--- src/sv/fba_pkg.sv ---
// Package: shared constants, types and helpers for the block allocator
`timescale 1ns / 1ps
`default_nettype none
package fba_pkg;
   localparam int Banks = 4;
   localparam int BlocksPerBank = 1024;
   localparam int PagesPerBlock = 128;
   localparam int BankW = (Banks > 1) ? $clog2(Banks) : 1;
   localparam int BlkW = $clog2(BlocksPerBank);
   localparam int AddrW = BankW + BlkW;
   localparam int SlotW = BankW + 1;
   localparam int Slots = 2 * Banks;
   localparam int CntW = 8;
   localparam int LimitI = (PagesPerBlock - 1 > 255) ? 255 : PagesPerBlock - 1;
   localparam logic [CntW-1:0] CountLimit = CntW'(LimitI);
   localparam logic [9:0] HotSizeReset = 10'd60;

   typedef enum logic [2:0] {
      MODE_LOAD = 3'd0, MODE_ALLOC = 3'd1, MODE_INC = 3'd2,
      MODE_DEC = 3'd3, MODE_COLLECT = 3'd4, MODE_PUSH = 3'd5
   } mode_type;

   typedef enum logic [1:0] {
      ST_OK = 2'd0, ST_EMPTY = 2'd1, ST_LIMIT = 2'd2, ST_ZERO = 2'd3
   } status_type;

   typedef enum logic [1:0] {
      CSR_HOT = 2'd0, CSR_ENTRIES = 2'd1, CSR_THRESH = 2'd2
   } csr_index_type;

   // top-level sequencer states
   typedef enum logic [3:0] {
      S_CLEAR, S_IDLE, S_RD1, S_RD2, S_CNT, S_CNTW, S_SCAN, S_SW1, S_SW2,
      S_SW3, S_PUSH, S_RESP
   } state_type;

   // scan engine states
   typedef enum logic [2:0] {SC_IDLE, SC_RDL, SC_RDC, SC_CMP, SC_DONE} sc_state_type;

   // scan engine control and results
   typedef struct packed {
      logic             start;
      logic [BankW-1:0] bank;
      logic [10:0]      offset;
      logic [10:0]      size;
      logic [10:0]      tail;
      logic [10:0]      rsv;
   } scan_cmd_type;

   typedef struct packed {
      logic            done;
      logic [10:0]     best;
      logic [CntW-1:0] best_cnt;
   } scan_res_type;
endpackage
`default_nettype wire

--- src/sv/fba_scan.sv ---
// Victim search: walks the ring one slot at a time through a shared compare
`timescale 1ns / 1ps
`default_nettype none
module fba_scan
   import fba_pkg::*;
(
   input  wire logic            clock,
   input  wire logic            reset,
   input  wire scan_cmd_type    cmd,
   output logic [AddrW-1:0]     list_addr,
   input  wire logic [BlkW-1:0] list_data,
   output logic [AddrW-1:0]     cnt_addr,
   input  wire logic [CntW-1:0] cnt_data,
   output scan_res_type         res
);
   sc_state_type state_ff, state_in;
   logic [10:0] pos_ff, pos_in, n_ff, n_in, best_ff, best_in;
   logic [CntW-1:0] bc_ff, bc_in;
   logic first_ff, first_in;
   logic [10:0] nxt;
   logic [11:0] sum;

   assign nxt = (pos_ff + 11'd1 >= cmd.size) ? 11'd0 : pos_ff + 11'd1;
   assign sum = {1'b0, cmd.offset} + {1'b0, pos_ff};
   assign list_addr = {cmd.bank, sum[BlkW-1:0]};
   assign cnt_addr = {cmd.bank, list_data};
   assign res.done = (state_ff == SC_DONE);
   assign res.best = best_ff;
   assign res.best_cnt = bc_ff;

   // hold state
   always_ff @(posedge clock) begin
      if (reset) state_ff <= SC_IDLE;
      else state_ff <= state_in;
      pos_ff <= pos_in; n_ff <= n_in; best_ff <= best_in;
      bc_ff <= bc_in; first_ff <= first_in;
   end

   // advance the walk: read list, read count, compare
   always_comb begin
      state_in = state_ff; pos_in = pos_ff; n_in = n_ff;
      best_in = best_ff; bc_in = bc_ff; first_in = first_ff;
      case (state_ff)
         SC_IDLE: begin
            if (cmd.start) begin
               pos_in = cmd.tail; n_in = 11'd0; best_in = cmd.tail;
               first_in = 1'b1; state_in = SC_RDL;
            end
         end
         SC_RDL: state_in = SC_RDC;
         SC_RDC: state_in = SC_CMP;
         SC_CMP: begin
            if (first_ff || cnt_data < bc_ff) begin
               bc_in = cnt_data; best_in = pos_ff;
            end
            first_in = 1'b0;
            if (!first_ff) n_in = n_ff + 11'd1;
            if (nxt == cmd.rsv || (!first_ff && n_ff + 11'd1 >= cmd.size)) begin
               state_in = SC_DONE;
            end else begin
               pos_in = nxt; state_in = SC_RDL;
            end
         end
         SC_DONE: state_in = SC_IDLE;
         default: state_in = SC_IDLE;
      endcase
   end
endmodule
`default_nettype wire

--- config.mk ---
export PLATFORM = sky130hd
export DESIGN_NAME = fba_scan
export DESIGN_NICKNAME = d
export VERILOG_FILES = /design/src/sv/fba_pkg.sv /design/src/sv/fba_scan.sv
export SDC_FILE = /design/constraint.sdc
export NUM_CORES = 1
export LEC_CHECK = 0
export ABC_AREA = 1
export CAP_MARGIN = 20
export CORE_UTILIZATION = 60
export DETAILED_ROUTE_END_ITERATION = 7
export DONT_BUFFER_PORTS = 1
export HOLD_SLACK_MARGIN = 0.1
export PLACE_DENSITY = 0.72
export SLEW_MARGIN = 25
export SYNTH_ARGS = -nofsm -noshare
export SYNTH_HDL_FRONTEND = slang
export SYNTH_SLANG_ARGS = --single-unit
--- constraint.sdc ---
create_clock -name clock -period 4.37 [get_ports clock]
set_input_delay 0 -clock clock [delete_from_list [all_inputs] [get_ports clock]]
set_output_delay 0 -clock clock [all_outputs]
set_load 0.05 [all_outputs]
# ---- Word-level counts from Yosys, hierarchy flattened
# Cells that the tools add are included.
# W data, S select, Z words.
dict set report totals {
  regBits 45
  in_bits 67
  out_inout_bits 44
}
dict set report op_classes {
  addsub 3
  magnitude_cmp 3
  n_eq_ne 9
  mux 14
  reduce_logical 11
}
# cell count
set ops {}
lappend ops {{$mux W11} 6}
lappend ops {{$pmux W11 S2} 3}
lappend ops {{$add A11 B1 Y11 const B} 2}
lappend ops {{$ge A11 B11 Y1} 2}
lappend ops {{$pmux W3 S4} 1}
lappend ops {{$eq A11 B11 Y1} 1}
lappend ops {{$add A10 B10 Y10} 1}
lappend ops {{$reduce_and A3 Y1} 3}
lappend ops {{$lt A8 B8 Y1} 1}
lappend ops {{$ne A2 B2 Y1 const B} 4}
lappend ops {{$eq A3 B2 Y1 const B} 2}
lappend ops {{$mux W3} 2}
lappend ops {{$reduce_and A2 Y1} 2}
lappend ops {{$eq A3 B1 Y1 const B} 1}
lappend ops {{$eq A3 B3 Y1 const B} 1}
lappend ops {{$logic_not A3 Y1} 1}
lappend ops {{$logic_or A1 B1 Y1} 2}
lappend ops {{$pmux W1 S2} 1}
lappend ops {{$reduce_bool A2 Y1} 1}
lappend ops {{$logic_and A1 B1 Y1} 1}
lappend ops {{$logic_not A1 Y1} 1}
lappend ops {{$mux W1} 1}

# ---- Longest topological paths before layout
dict set report depth {
  word_depth 7
  ltp_mapped 25
  mapped_depth_nobuf 24
}

# ---- Worst setup path before layout
# OpenSTA, ideal clock, no wires.
dict set report synth_timing {
  path_kind {reg-to-reg}
  startpoint {register pos_ff[0]}
  endpoint {register pos_ff[0], enable pin}
  setup_time_ps 382
  arrival_time_ps 3035
  path_slack_ps 953
  stages_incl_launch_ff 19
  path_buffers 1
  period_less_slack_ps 3417
  cell_sequence {edfxtp_1 ha_1 nand2_2 nor2_4 nand3_2 o21ai_1 nand2_1 ha_1 a21o_1 nor2_2 nand2_2 nor2_8 buf_8 nand2_2 xnor2_1 nor2_2 nand3_2 nand2_2 a21boi_1}
}
dict set report synth_via {
  elab_chain_cells 7
}
# element line
set synth_rtl {}
lappend synth_rtl {{start, declared} fba_scan.sv:17} ;# logic [10:0] pos_ff, pos_in, n_ff, n_in, best_ff, best_in;
lappend synth_rtl {{start signal, assigned} fba_scan.sv:35} ;# pos_ff <= pos_in; n_ff <= n_in; best_ff <= best_in;
lappend synth_rtl {{$add A11 B1 Y11 *} fba_scan.sv:23} ;# assign nxt = (pos_ff + 11'd1 >= cmd.size) ? 11'd0 : pos_ff + 11'd1;
lappend synth_rtl {{$ge A11 B11 Y1} fba_scan.sv:23}
lappend synth_rtl {{$mux W11 *} fba_scan.sv:23}
lappend synth_rtl {{$eq A11 B11 Y1 *} fba_scan.sv:58} ;# if (nxt == cmd.rsv || (!first_ff && n_ff + 11'd1 >= cmd.size)) begin
lappend synth_rtl {{$logic_or A1 B1 Y1 *} fba_scan.sv:58}
lappend synth_rtl {{$ne A2 B2 Y1 (no line) *} n/a}
lappend synth_rtl {{$reduce_and A3 Y1 (no line) *} n/a}
# Every way passes the cells marked *; elsewhere a longest branch is shown, timed or not.
# A chain may end at the register's enable or synchronous reset.

# ---- Worst setup path in the final report
dict set report layout_timing {
  startpoint {register pos_ff[0]}
  endpoint {register pos_ff[3], enable pin}
}
# Same word-level chain as after synthesis.

==> results.env <==
VIA_PER_INST=5.29
POST_CTS.REPAIR.SETUP_BUFFERS=0
WORSTSETUPENDPOINTTYPE='register'
REQUIRED_TIME_REPORTED_FOR_THE_CRITICAL_PATH_ENDPOINT_NS=4.38
DP_WORST_SETUP_SLACK_NS=0.850
DOMINANTREGCELLSYNTH='sky130_fd_sc_hd__edfxtp_1'
SETUP_VIOL=0
HOLD_VIOL_FINAL=0
POSTLAYOUTSETUPSLACKWORST_NS=0.844
HPWLAFTERDP_UM=6250
SYNTHTOLAYOUTAREAGROWTH_PCT=11.0
NUMBER_OF_SLEW_LIMIT_VIOLATIONS_IN_THE_FINAL_REPORT=0
MAX_CAP_VIOL_COUNT=0
FLOORPLAN.DIE_AREA_UM2=6390
CRITPATHKIND='reg2reg'
ROUTED-VIA-COUNT=2917
FLOORPLAN.DIE.HEIGHT_UM=79.9
GRT_PASS1_VIAS=2766
LAYOUT.CELLS.MOST_COMMON_LIST='sky130_fd_sc_hd__nand2_1 (93), sky130_fd_sc_hd__inv_1 (71), sky130_fd_sc_hd__edfxtp_1 (42)'
TIMING.RR.START='pos_ff[0]$_DFFE_PP_'
COMBINED_AREA_OF_ALL_SYNTHESIZED_CELLS_UM2=3640
CORE-AREA_UM2=5890
CLK_ROOT_BUFFER_CELL='sky130_fd_sc_hd__clkbuf_8'
REMAINING_DRC_ERRORS=0
COUNT_OF_STANDARD_CELL_ROWS=28
FINAL_LAYOUT_SIZE_SUFFIX_GT1_SHARE_PCT=8.19
CTS_TREE='done'
PIN_COUNT=111
SKEW_NS=0.0111
WL_PER_CELL_UM=14.0
ROUTE.FINAL.WIRE_LENGTH_UM=7730
MULTI_INPUT_AREA_UM2=1910
FIN_AREA_UM2=4050
SYNTH_EDF_COUNT=42
WORST_R2R_PATH_DEPTH=20
CRITICAL_PATH_PEAK_FANOUT=18
TIMING.FINAL.CRIT_SHARE_PCT=80.7
CTSLONGESTPATHBUFFERS=2
SETUP.REG_TO_REG.WORST_SLACK_NS=0.84
SYNTH_SEQ_CELLS=45
CRIT_SLOWEST_CELL='sky130_fd_sc_hd__edfxtp_1'
REG2REG_TO='pos_ff[3]$_DFFE_PP_'
CPLARGESTDELAYFAMILY='simple AND/OR/NAND/NOR gates'
DETAIL_ROUTE.ITER0.VIOLATIONS=181
POSTSYNTHAREAPERCELL_UM2=8.04
FILLER_CELL_COUNT=492
MOST_FREQUENT_STANDARD_CELL_IN_THE_LAYOUT_EXCLUDING_FILL_AND_TAP_CELLS='sky130_fd_sc_hd__nand2_1'
LEAKAGE_uW=0.00194
WORST-SLEW-PIN-TRANSITION_NS=1.10
CRITPATHARRIVALTIME_NS=3.54
CP.BUFFERS_INVERTERS=1
POWER_DENSITY_nW_PER_UM2=342
GRT_REMAINING_OVERFLOW=0
GRT_USAGE_PCT=25.7
PORTBUFFERS=0
GRT_ANTENNA_BEFORE_REPAIR=0
FINAL_NET_COUNT=583
POST_SYNTH_INST_COUNT=453
AREA.SEQUENTIAL_UM2=1320
DPL-INSTANCE-AREA_UM2=3610
GRT_MAX_DEGREE=45
INITIAL_STANDARD_CELL_UTILIZATION_OF_THE_CORE_PCT=61.9
DRT.ANTENNA.VIOLATING_NETS=0
HTREE_LEVELS=2
DIEWIDTH_UM=79.9
CRIT_START='pos_ff[0]$_DFFE_PP_'
PATH_CLK_SLEW_NS=0.10
SLEW_HEADROOM_PCT=26.4
HOLD_PATH_CLASS='in2reg'
DRT-PASS1-ITER-COUNT=4
IR_DROP_mV=0.243
FINAL_CRITICAL_PATH_REQUIRED_PERIOD_NS=3.53
GP_CONGESTION=0.808
CPPEAKSTAGEDELAY_NS=0.50
SYNTH.YOSYS.SEQ_AREA_SHARE_PCT=36.3
START_KIND='register'
DIODES=0
MAPPEDNETLISTNETS=561
WORST-PATH-STAGES=20
SYNTH_WARNINGS=0
RUN_STATUS='completed'
GRT_PASS1_WL_UM=12300
POST_SYNTH_NUM_CELL_TYPES=37
CTS-BUFFERS-INSERTED=5
TIMING.CRITICAL_PATH.TO='pos_ff[3]$_DFFE_PP_'
CP_CELL_SEQUENCE='ha_1, nand2_2, nor2_4, nand3_2, o21ai_1, nand2_1, ha_1, a21o_1, nor2_2, nand2_2, nor2_8, nand2_1, nand2_1, nand2_1, nand3_1, nor2_1, nand3_2, nand2_2, a21boi_1, buf_4'
CLOCK_SINK_COUNT=45
SETUP_TOTAL_NEGATIVE_SLACK_NS=0
SYNTH_ASYNC_SR_FLOP_SHARE_PCT=0
FMAXACHIEVABLE_GHz=0.284
CLK-INSERTION-DELAY-LATE_NS=0.31
GRT_SETUP_UNREPAIRED='no'
WORST_PATH_MOST_REPEATED_CELL='sky130_fd_sc_hd__nand2_1'
## worst min-delay path, stage by stage
cell,delay (ns)
sky130_fd_sc_hd__nand2_1,0.03
sky130_fd_sc_hd__nand3_1,0.07
sky130_fd_sc_hd__nor2_1,0.05
sky130_fd_sc_hd__nand3_2,0.08
sky130_fd_sc_hd__nand2_2,0.06
sky130_fd_sc_hd__nand2_1,0.07
sky130_fd_sc_hd__nor2_2,0.03
## cell families after synthesis
| logic type | share of synthesized area (%) |
|---|---|
| flip-flops | 36.3 |
| XOR/XNOR | 5.05 |
| AO/OA/AOI/OAI | 9.27 |
| AND/OR/NAND/NOR | 23.3 |
| buffers and inverters | 11.8 |
| adder cells (fa/ha/maj) | 14.3 |
## per-stage QoR
step	instances	hold slack [ns]	total power, uW	util (%)
after detailed placement	510	0.000341	1070	61.3
after CTS	551	0.124	1380	68.5
after global placement	510	0.000341	1060	61.3
after global routing	551	0.160	1470	68.7
final	551	0.121	1380	68.7
after floorplan	453	0.0669	1030	-
## final cells by class
type,count,share of cell area (%)
clock buffers,5,1.70
clock inverters,3,0.526
inverters,79,7.33
multi-input cells,310,47.1
flip-flops and latches,45,32.7
well taps,75,2.32
repair buffers,34,8.35
## routing by layer
layer | GRT usage [%] | wire [um] | vias up
met2 | 43.6 | 3650 | 92
met4 | 9.29 | 153 | 0
met5 | 0 | 0 | -
met3 | 6.74 | 595 | 12
li1 | - | - | 1511
met1 | 31.2 | 3330 | 1302
## synthesized netlist by cell type (2+ instances only)
library cell | count | area [um2]
sky130_fd_sc_hd__nand2_1 | 93 | 349
sky130_fd_sc_hd__nor2_4 | 2 | 22.5
sky130_fd_sc_hd__nand2_2 | 8 | 50.1
sky130_fd_sc_hd__xor2_1 | 17 | 149
sky130_fd_sc_hd__clkbuf_1 | 4 | 15.0
sky130_fd_sc_hd__o21ai_0 | 21 | 105
sky130_fd_sc_hd__nand3_2 | 3 | 30.0
sky130_fd_sc_hd__inv_1 | 71 | 267
sky130_fd_sc_hd__inv_2 | 7 | 26.3
sky130_fd_sc_hd__nor3_1 | 4 | 20.0
sky130_fd_sc_hd__a21o_1 | 2 | 15.0
sky130_fd_sc_hd__nor2_2 | 5 | 31.3
sky130_fd_sc_hd__o21ai_1 | 10 | 50.1
sky130_fd_sc_hd__edfxtp_1 | 42 | 1260
sky130_fd_sc_hd__a21oi_1 | 21 | 105
sky130_fd_sc_hd__buf_4 | 14 | 105
sky130_fd_sc_hd__nor2_1 | 36 | 135
sky130_fd_sc_hd__o31ai_1 | 2 | 15.0
sky130_fd_sc_hd__dfxtp_1 | 3 | 60.1
sky130_fd_sc_hd__ha_1 | 40 | 500
sky130_fd_sc_hd__xnor2_1 | 4 | 35.0
sky130_fd_sc_hd__nand4_1 | 5 | 31.3
sky130_fd_sc_hd__nand3_1 | 24 | 120
sky130_fd_sc_hd__o2111ai_1 | 2 | 17.5
## power by group
group | internal (uW) | switching [uW]
logic | 152 | 361
registers | 524 | 78.7
clock network | 114 | 155
## worst min-delay path by stage
stage | endpoint | startpoint | depth (start not counted)
2_1_floorplan | state_ff[2]$_SDFFE_PP0P_ | reset | 1
3_3_place_gp | cnt_addr[6] | list_data[6] | 0
3_5_place_dp | cnt_addr[6] | list_data[6] | 0
5_1_grt | state_ff[2]$_SDFFE_PP0P_ | cmd[3] | 7
6_report | state_ff[2]$_SDFFE_PP0P_ | cmd[3] | 7
4_1_cts | state_ff[2]$_SDFFE_PP0P_ | cmd[3] | 7
## registers in the layout, indices dropped and copies added, names as in the netlist
name / cells
bc_ff: 8
n_ff: 11
pos_ff: 11
state_ff: 3
best_ff: 11
first_ff: 1
## what timing repair did
| action | CTS | global route |
|---|---|---|
| hold buffers | 33 | 0 |
| resized for setup | 0 | 0 |
| hold endpoints to repair | 48 | 0 |
No activity file was read; power rests on OpenSTA's default activity.
